<file path="src/rtl/bcc_pkg.sv">
`timescale 1ns / 1ps
// Shared types, codes and reset constants of the button click classifier.
package bcc_pkg;

  localparam int unsigned SCORE_W   = 10;
  localparam int unsigned REL_W     = 8;
  localparam int unsigned CLICK_W   = 8;
  localparam int unsigned CFG_IDX_W = 3;
  localparam int unsigned CFG_DAT_W = 10;

  localparam logic [SCORE_W-1:0] HOLD_MAX    = '1;
  localparam logic [REL_W-1:0]   REL_MAX     = '1;
  localparam logic [CLICK_W-1:0] CLICK_MAX   = '1;
  localparam logic [CLICK_W-1:0] DOUBLE_NEED = CLICK_W'(2);

  localparam logic [SCORE_W-1:0] SHORT_MIN_RST      = SCORE_W'(5);
  localparam logic [SCORE_W-1:0] SHORT_MAX_RST      = SCORE_W'(50);
  localparam logic [SCORE_W-1:0] LONG_MIN_RST       = SCORE_W'(100);
  localparam logic [SCORE_W-1:0] LONG_MAX_RST       = SCORE_W'(200);
  localparam logic [SCORE_W-1:0] EXTRA_LONG_MIN_RST = SCORE_W'(300);
  localparam logic [REL_W-1:0]   RELEASE_TICKS_RST  = REL_W'(10);

  typedef enum logic [1:0] {
    CLS_RELEASED = 2'd0,
    CLS_SHORT    = 2'd1,
    CLS_LONG     = 2'd2,
    CLS_EXTRA    = 2'd3
  } class_t;

  typedef enum logic [2:0] {
    EV_NONE   = 3'd0,
    EV_SINGLE = 3'd1,
    EV_DOUBLE = 3'd2,
    EV_LONG   = 3'd3,
    EV_EXTRA  = 3'd4
  } event_t;

  typedef enum logic {
    ACT_SCAN   = 1'b0,
    ACT_WINDOW = 1'b1
  } action_t;

  typedef enum logic [CFG_IDX_W-1:0] {
    REG_SHORT_MIN      = 3'd0,
    REG_SHORT_MAX      = 3'd1,
    REG_LONG_MIN       = 3'd2,
    REG_LONG_MAX       = 3'd3,
    REG_EXTRA_LONG_MIN = 3'd4,
    REG_RELEASE_TICKS  = 3'd5
  } cfg_idx_t;

  typedef struct packed {
    logic [SCORE_W-1:0] short_min;
    logic [SCORE_W-1:0] short_max;
    logic [SCORE_W-1:0] long_min;
    logic [SCORE_W-1:0] long_max;
    logic [SCORE_W-1:0] extra_long_min;
    logic [REL_W-1:0]   release_ticks;
  } cfg_t;

endpackage

</file>
<file path="src/rtl/bcc_tracker.sv">
`timescale 1ns / 1ps
// Press tracking state and the per-request classification update.
module bcc_tracker
  import bcc_pkg::*;
(
  input  logic    clk,
  input  logic    rst_n,
  input  logic    en,
  input  action_t action,
  input  logic    pin_level,
  input  cfg_t    cfg,
  output event_t  event_res,
  output class_t  press_class
);

  logic [SCORE_W-1:0] hold_r, hold_nxt;
  logic [REL_W-1:0]   rel_r, rel_nxt;
  logic [CLICK_W-1:0] click_r, click_nxt;
  class_t             class_r, class_nxt;
  logic [SCORE_W-1:0] hold_inc;

  assign hold_inc = (hold_r != HOLD_MAX) ? hold_r + SCORE_W'(1) : hold_r;

  always_comb begin
    hold_nxt  = hold_r;
    rel_nxt   = rel_r;
    click_nxt = click_r;
    class_nxt = class_r;
    event_res = EV_NONE;
    if (en) begin
      if (action == ACT_WINDOW) begin
        if (click_r >= DOUBLE_NEED) begin
          event_res = EV_DOUBLE;
        end
        click_nxt = '0;
      end else if (!pin_level) begin
        // later band wins when bands overlap
        hold_nxt = hold_inc;
        if (hold_inc >= cfg.short_min && hold_inc <= cfg.short_max) begin
          class_nxt = CLS_SHORT;
        end
        if (hold_inc >= cfg.long_min && hold_inc <= cfg.long_max) begin
          class_nxt = CLS_LONG;
        end
        if (hold_inc >= cfg.extra_long_min) begin
          class_nxt = CLS_EXTRA;
          event_res = EV_EXTRA;
        end
      end else begin
        case (class_r)
          CLS_SHORT, CLS_LONG: begin
            if (rel_r >= cfg.release_ticks) begin
              class_nxt = CLS_RELEASED;
              hold_nxt  = '0;
              rel_nxt   = '0;
              if (class_r == CLS_SHORT) begin
                event_res = EV_SINGLE;
                if (click_r != CLICK_MAX) begin
                  click_nxt = click_r + CLICK_W'(1);
                end
              end else begin
                event_res = EV_LONG;
              end
            end else if (rel_r != REL_MAX) begin
              rel_nxt = rel_r + REL_W'(1);
            end
          end
          CLS_EXTRA: begin
            class_nxt = CLS_RELEASED;
            hold_nxt  = '0;
            rel_nxt   = '0;
          end
          default: begin
          end
        endcase
      end
    end
  end

  assign press_class = class_nxt;

  always_ff @(posedge clk) begin
    if (!rst_n) begin
      hold_r  <= '0;
      rel_r   <= '0;
      click_r <= '0;
      class_r <= CLS_RELEASED;
    end else begin
      hold_r  <= hold_nxt;
      rel_r   <= rel_nxt;
      click_r <= click_nxt;
      class_r <= class_nxt;
    end
  end

endmodule

</file>
<file path="config.mk">
export PLATFORM = sky130hd
export DESIGN_NAME = bcc_tracker
export DESIGN_NICKNAME = d
export VERILOG_FILES = /design/src/rtl/bcc_pkg.sv /design/src/rtl/bcc_tracker.sv
export SDC_FILE = /design/constraint.sdc
export NUM_CORES = 1
export LEC_CHECK = 0
export ABC_CLOCK_PERIOD_IN_PS = 3500
export BUFFER_PORTS_ARGS = -buffer_cell sky130_fd_sc_hd__buf_2
export CAP_MARGIN = 20
export CORE_MARGIN = 1
export CORE_UTILIZATION = 45
export DETAILED_ROUTE_END_ITERATION = 10
export GPL_ROUTABILITY_DRIVEN = 0
export HOLD_SLACK_MARGIN = 0.08
export PLACE_DENSITY = 0.74
export SLEW_MARGIN = 40
export SYNTH_ARGS = -nofsm -noshare
export SYNTH_HDL_FRONTEND = slang
export SYNTH_SLANG_ARGS = --single-unit
</file>
<file path="constraint.sdc">
create_clock -name clk -period 3.5 [get_ports clk]
set_clock_uncertainty 0.15 [all_clocks]
set_input_delay 0.175 -clock clk [delete_from_list [all_inputs] [get_ports clk]]
set_output_delay 0.175 -clock clk [all_outputs]
set_load 0.02 [all_outputs]
</file>
# Word level (Yosys, flattened, before mapping)
# Cells that the tools add are included.
# totals
ff_bits	28
in_bits	63
output_inout_bits	5
wordCells	65
# classes
n_addsub	3
order_cmp	7
n_eq_ne	9
n_mux	29
bitwise	1
n_reduce_logical	12
# ops
cell	count
$mux 8	8
$ge 10x10->1	3
$mux 10	3
$mux 2	11
$le 10x10->1	2
$pmux 10 s2	1
$add 8x1->8 const B	2
$ne 8x8->1 const B	2
$pmux 8 s2	1
$mux 3	4
$reduce_bool 2->1	6
$add 10x1->10 const B	1
$ne 10x10->1 const B	1
$ge 8x2->1 const B	1
$ge 8x8->1	1
$ne 3x3->1 const B	2
$reduce_and 6->1	1
$reduce_and 5->1	1
$eq 2x2->1 const B	2
$pmux 2 s2	1
$reduce_and 4->1	1
$ne 3x1->1 const B	1
$eq 2x1->1 const B	1
$logic_and 1x1->1	2
other kinds (2)	2

# Logic depth before layout (Yosys ltp)
# Gate-level depths: netlist of the first run.
# depth
word_depth	10
mapped_depth	13
ltp_nobuf	12

# Least setup slack after synthesis of the first run
# OpenSTA, ideal clock, no wires.
# synth_timing
kind	reg2out
from	register hold_r[0]
to	output port press_class[0]
arrival_time_ps	3164
t_required_ps	3175
slack_ps	11
stages_incl_launch_ff	14
path_buffers	1
path_cell_list	dfxtp_1 ha_1 nand2_1 and3b_1 clkbuf_1 nand4b_1 xnor2_1 ha_1 a211o_1 nor3_1 o21a_1 nor4_1 nor2_1 nand2_1
# synth_between
elab_chain_len	10
word_cells_on_any_way	16
classes_between	1 x add/sub; 5 x order compare; 1 x eq/ne; 7 x mux; 2 x reduce/logical
# synth_rtl
element	line	text
start, declared	bcc_tracker.sv:16	logic [SCORE_W-1:0] hold_r, hold_nxt;
start signal, assigned	bcc_tracker.sv:89	hold_r <= hold_nxt;
$add 10x1->10 / $ne 10x10->1 (equally long branches)	bcc_tracker.sv:22	assign hold_inc = (hold_r != HOLD_MAX) ? hold_r + SCORE_W'(1) : hold_r;
$mux 10 (*)	bcc_tracker.sv:22	
$ge 10x10->1 / $le 10x10->1 (equally long branches)	bcc_tracker.sv:39	if (hold_inc >= cfg.short_min && hold_inc <= cfg.short_max) begin
$logic_and 1x1->1	bcc_tracker.sv:39	
$mux 2	bcc_tracker.sv:39	
$mux 2	bcc_tracker.sv:42	if (hold_inc >= cfg.long_min && hold_inc <= cfg.long_max) begin
$mux 2 (*)	bcc_tracker.sv:45	if (hold_inc >= cfg.extra_long_min) begin
$mux 2 (*)	bcc_tracker.sv:36	end else if (!pin_level) begin
$mux 2 (*)	bcc_tracker.sv:31	if (action == ACT_WINDOW) begin
$mux 2 (*)	bcc_tracker.sv:30	if (en) begin
end, declared	bcc_tracker.sv:13	output class_t press_class
# Mark *: on every way between the ends. The rest lies on a longest branch, timed or not.

# Worst setup path after layout of the first run
# layout_timing
from	register hold_r[1]
to	output port press_class[1]
# The elaborated chain is that of the path after synthesis.

==> results.py, run 1 <==
metrics = {
    "power_and_ir_drop": {
        "sw_frac_of_total_pct": 29.2,
        "power_frac_comb_pct": 23.6,
        "leakage_uw": 0.00205,
        "power.share.clock_pct": 30.3,
        "p_seq_share_pct": 46.1,
        "p_sw_uw": 205,
        "max-vdd-ir-drop_mv": 0.180,
        "intPower_uw": 496,
        "power_density_nw_per_um2": 169,
    },
    "die": {
        "dieArea_sq_um": 7640,
        "start_util_pct": 47.5,
        "io_pins": 68,
        "die_w_um": 87.4,
        "rows": 30,
        "die_height_um": 87.4,
        "core_sq_um": 6910,
    },
    "drt": {
        "drc": 0,
        "viasPerCell": 5.66,
        "vias": 3475,
        "drt_first_pass_iters": 4,
        "routedWlPerCell_um": 14.7,
        "drt_iter0_markers": 189,
        "drt-total-wl_um": 9040,
        "antenna_left": 0,
    },
    "global_routing": {
        "grt.overflow.total": 0,
        "antenna_found_initial": 0,
        "grt_pass1_vias": 3298,
        "grt_max_degree": 21,
        "grt.total_usage_pct": 24.1,
        "use_met2_pct": 42.8,
        "grt_use_met3_pct": 3.60,
        "grt_pass1_wl_um": 14800,
        "grt-busiest-layer": "met2",
        "use_met1_pct": 30.7,
    },
    "run_status": {
        "status": "complete, no violations",
    },
    "clocking": {
        "cts-root-buf": "clkbuf_8",
        "cts_tree": "built",
        "cts_max_path_buffers": 2,
        "cts_made_buffers": 3,
        "clock_latency_ns": 0.28,
        "clock_sinks": 28,
        "path_clk_slew_ns": 0.10,
        "h-tree-depth": 1,
    },
    "placement": {
        "dp_cells": 593,
        "dpl.hpwl_um": 6790,
        "dp_slack_ns": -0.0714,
        "port_buffers": 67,
        "dpl_cell_area_sq_um": 3760,
    },
    "timing": {
        "setup_viol": 0,
        "fmax_ghz": 0.287,
        "rsz0062_at_grt": "yes",
        "period_needed_ns": 3.48,
        "period_share_pct": 99.4,
        "max_slew_margin_pct": 54.8,
        "hold_violations": 0,
        "worst_slack_ns": 0.0210,
        "slew_viol_final": 0,
        "worstMarginPinSlew_ns": 0.678,
    },
    "synth": {
        "ys_warn_count": 0,
        "synth_cell_types": 52,
        "syn_inst": 430,
        "ys_ff_latch": 28,
        "syn_area_per_cell_sq_um": 7.63,
        "syn-num-nets": 558,
        "synth_area_sq_um": 3280,
        "ys_async_sr_fraction_pct": 0,
        "synth-edff-count": 0,
        "synth_ff_type": "dfxtp_1",
        "seq_area_frac_synth_pct": 17.1,
    },
    "job": {
        "max_cap_viol_count": 0,
    },
    "finish": {
        "final_layout_size_suffix_gt1_share_pct": 27.4,
        "fin_cells": 614,
        "diodes": 0,
        "fill_cells": 640,
        "final_core_util_pct": 59.9,
        "area_growth_pct": 26.1,
        "design_area_sq_um": 4140,
        "fin_nets": 647,
    },
    "worst_setup_path": {
        "crit_type": "reg -> out",
        "cp-start-kind": "flip-flop",
        "critical_path.max_fanout": 4,
        "endpoint_kind": "primary output",
        "worstPathArrival_ns": 3.15,
        "required_ns": 3.17,
        "r2r_cells": 14,
    },
    "min_path": {
        "hold_depth": 3,
        "hold_path_class": "in -> reg",
    },
}
==> area by class of cell <==
class	count	area (sq um)	area share, %
sequential	28	567	13.7
clock buffer	4	55.1	1.33
timing repair buffer	94	551	13.3
multi-input combinational	331	2620	63.2
tap	96	120	2.90
inverter	61	229	5.54
==> timing repair <==
item	in CTS	in global routing
setup endpoints to repair	2	2
hold buffers	1	0
cloned	0	0
setup buffers	10	6
pin swaps	7	22
gates resized for setup	13	30
hold endpoints to repair	3	0
==> per-layer routing <==
layer  share of wire [%]  vias to the layer above
li1                    -                     1730
met4                 1.5                        0
met3                 5.1                       13
met2                  50                       87
met5                   0                        -
met1                  43                     1645
==> placed cells by master, fill, tap and decap left out, drive strengths merged, types with 4 or more instances in the layout <==
master and count:
buf 93, ha 65, inv 61, a21oi 40
nand2 39, dfxtp 28, o21ai 26, nor2 22
nand3 12, nor3 10, nand2b 9, a211oi 9
nand4 8, or3 7, and3 6, a31oi 6
o211ai 6, or4 5, and2 5, xor2 4
a211o 4, clkbuf 4, xnor2 4, o22ai 4
==> critical path: stages (launching register included) <==
cell and delay (ns):
dfxtp_4 0.37, ha_4 0.17, nand2_2 0.07, and3b_2 0.22
nand4b_1 0.25, xnor2_2 0.28, ha_1 0.31, a21oi_2 0.12
a21oi_1 0.07, a2111o_1 0.32, o22ai_2 0.21, and3b_1 0.23
a21oi_2 0.07, buf_4 0.17
==> path summary, 6_finish.rpt <==
check                  start              to  slack, ns
hold reg to reg   click_r[7]      click_r[7]       0.35
setup / recovery   hold_r[1]  press_class[1]       0.02
setup reg to reg   hold_r[1]      class_r[1]       0.24
hold / removal        action      click_r[0]       0.11
==> cells in the mapped netlist, types with 5 or more instances <==
library cell  number  area (sq um)
nand3_1           12          60.1
a21oi_1           40           200
nand2_1           39           146
or3_1              6          37.5
nand4_1            8          50.1
a211oi_1           9          67.6
inv_1             61           229
o21ai_0           26           130
nor2_1            22          82.6
and3_1             6          37.5
nand2b_1           8          50.1
dfxtp_1           28           561
a31oi_1            5          31.3
or4_1              5          37.5
nor3_1            10          50.1
ha_1              65           813
clkbuf_1           5          18.8
==> stage by stage <==
step                power (uW)  hold WS [ns]  setup TNS [ns]
detailed placement         485         0.333          -0.102
floorplan                  421         0.163               0
CTS                        691         0.104               0
finish                     701         0.109               0
global route               738         0.118          -0.129
global placement           478         0.330               0
==> power groups by stage <==
stage,sequential [uW],combinational [uW],clock (uW)
global route,323,187,228
global placement,330,148,0
finish,323,166,212
CTS,323,157,210
detailed placement,330,155,0
floorplan,330,91.0,0
==> cells by family after synthesis <==
kind of cell,after synthesis,synth area share [%]
and+or+nand+nor,138,22.0
adders and majority gates,65,24.8
buffers and inverters,71,8.50
muxes,4,1.33
DFF,28,17.1
xor gates and xnor gates,8,2.14
AOI/OAI and AO/OA,116,24.1
==> sequential cells by signal, summed over array words and instances, names as in the netlist <==
signal and count:
hold_r 10, rel_r 8, class_r 2, click_r 8
(Power assumes the default switching activity.)
==> inputs of run 2 (changes only) <==
Settings changed: CORE_UTILIZATION 45 to 56, PLACE_DENSITY 0.74 to 0.87.
==> run 2 against run 1 <==
  * The run now ends with negative setup slack left
  * Critical path depth grew 2
  * Worst setup slack lost 0.18 ns
  * Maximum frequency shrank 4.9%
  * Via count grew 9.3%
  * Combinational power grew 7%
  * Count of clock-buffer cells in the layout shrank 1
  * Cell count shrank 4.6%
  * Wire length grew 21%
  * Power shrank 2.8%
  * Worst hold slack gained 0.017 ns
  * Sequential power is essentially flat
  * Global-route usage grew 5.4 points
  * Critical path type unchanged
==> results.py, run 2 (synthesis results as in run 1) <==
metrics = {
    "run_status": {
        "violations": "negative setup slack",
        "status": "finished with violations",
    },
    "worst_setup_path": {
        "cp.depth": 15,
        "cp_cell_sequence": "ha_4 > nand2_2 > and3b_2 > nand4b_1 > xnor2_2 > buf_6 > ha_4 > a211o_1 > nor3_2 > o21a_1 > buf_6 > nor4_4 > nor2_1 > nand2_1 > buf_6",
        "required_ns": 3.17,
        "critPathTopFamily": "simple AND/OR/NAND/NOR gates",
        "worstPathArrival_ns": 3.33,
        "cp_common_cell": "buf_6",
        "cpPeakStageDelay_ns": 0.37,
        "cp_num_buf_inv": 3,
        "endpoint_kind": "primary output",
        "r2r_cells": 13,
        "slowest_stage": "dfxtp_4",
        "crit_type": "reg -> out",
        "critical_path.max_fanout": 4,
        "cp-start-kind": "flip-flop",
    },
    "timing": {
        "worst_slack_ns": -0.158,
        "slew_viol_final": 0,
        "period_share_pct": 105,
        "period_needed_ns": 3.66,
        "fmax_ghz": 0.273,
        "hold_violations": 0,
        "worstMarginPinSlew_ns": 0.722,
        "max_slew_margin_pct": 51.8,
        "tns_ns": -0.276,
        "setup_viol": 2,
        "rsz0062_at_grt": "yes",
    },
    "die": {
        "rows": 27,
        "core_sq_um": 5570,
        "io_pins": 68,
        "start_util_pct": 58.9,
        "dieArea_sq_um": 6170,
        "die_height_um": 78.5,
        "die_w_um": 78.5,
    },
    "global_routing": {
        "grt.total_usage_pct": 29.5,
        "grt_pass1_vias": 3363,
        "grt_max_degree": 21,
        "grt_pass1_wl_um": 14700,
        "grt.overflow.total": 0,
        "antenna_found_initial": 0,
    },
    "finish": {
        "diodes": 0,
        "fin_cells": 586,
        "fill_cells": 383,
        "fin_nets": 644,
        "largest_reg_flops": 10,
        "final_core_util_pct": 74.4,
        "multi_input_area_sq_um": 2670,
        "reg_top3": "hold_r: 10 flops, click_r: 8 flops, rel_r: 8 flops",
        "final_layout_size_suffix_gt1_share_pct": 27.2,
        "final_cell_mix": "buf_2 (65), inv_1 (61), ha_1 (60)",
        "design_area_sq_um": 4150,
        "area_growth_pct": 26.4,
        "regArea_sq_um": 574,
        "largest_register": "hold_r",
        "final_common_cell": "buf_2",
    },
    "power_and_ir_drop": {
        "total_power_uw": 681,
        "power_density_nw_per_um2": 164,
        "max-vdd-ir-drop_mv": 0.143,
        "leakage_uw": 0.00205,
    },
    "drt": {
        "drt-total-wl_um": 10900,
        "drt_iter0_markers": 507,
        "routedWlPerCell_um": 18.7,
        "viasPerCell": 6.48,
        "drc": 0,
        "antenna_left": 0,
        "drt_first_pass_iters": 7,
        "vias": 3799,
    },
    "min_path": {
        "hold_path_class": "in -> reg",
        "hold_depth": 3,
    },
    "placement": {
        "port_buffers": 67,
        "dp_cells": 566,
        "dpl.hpwl_um": 6530,
        "dpl_cell_area_sq_um": 3710,
    },
    "clocking": {
        "clock_sinks": 28,
        "cts_made_buffers": 3,
        "cts-root-buf": "clkbuf_8",
        "h-tree-depth": 1,
        "path_clk_slew_ns": 0.09,
        "cts_max_path_buffers": 2,
        "clock_latency_ns": 0.28,
        "cts_tree": "built",
    },
    "job": {
        "max_cap_viol_count": 0,
    },
}
==> run 2: worst paths after layout <==
kind,to,slack (ns),start
worst min-delay path,click_r[1],0.13,action
worst min register to register,click_r[7],0.35,click_r[7]
worst max register to register,class_r[1],0.32,hold_r[1]
worst max-delay path,press_class[0],-0.16,hold_r[1]
==> run 2: layer usage <==
layer / vias to the layer above / part of all wire [%] / global-route usage (%)
met5: - / 0 / 0
met1: 1697 / 37 / 36.4
li1: 1718 / - / -
met4: 0 / 7.2 / 10.2
met2: 294 / 46 / 51.3
met3: 90 / 10 / 5.00
==> run 2: through the flow <==
| step | hold slack, ns | worst slack (ns) |
|---|---|---|
| after floorplan | 0.163 | 0.0109 |
| after global placement | 0.327 | 0.107 |
| after detailed placement | 0.339 | -0.0601 |
| after CTS | 0.107 | 0.00124 |
| after global routing | 0.121 | -0.228 |
| final | 0.126 | -0.158 |
==> run 2: worst reg2reg max path, delay by kind of cell, from the launching register on <==
family          cells  cell delay, ns
compound gates      3            0.57
xor+xnor            1            0.26
buf+inv             1            0.18
simple gates        6            1.09
flops               1            0.37
fa+ha+maj           2            0.41
==> run 2: repair_timing <==
item / in CTS / in global routing
pin swaps: 5 / 17
setup endpoints to repair: 3 / 3
cloned: 0 / 0
hold endpoints to repair: 2 / 0
resized for setup: 18 / 37
buffers inserted: 6 / 10
hold buffers: 1 / 0
==> run 2: power by group <==
group / leakage (uW) / switching, uW / internal, uW
Sequential: 0.000229 / 2.66 / 319
Combinational: 0.00180 / 102 / 75.8
Clock: 0.0000216 / 105 / 77.6
==> run 2: layout make-up <==
class / instances / area share [%]
inverters: 61 / 5.52
flip-flops and latches: 28 / 13.9
clock buffers: 3 / 0.996
well taps: 72 / 2.17
repair buffers: 91 / 13.1
multi-input cells: 331 / 64.4
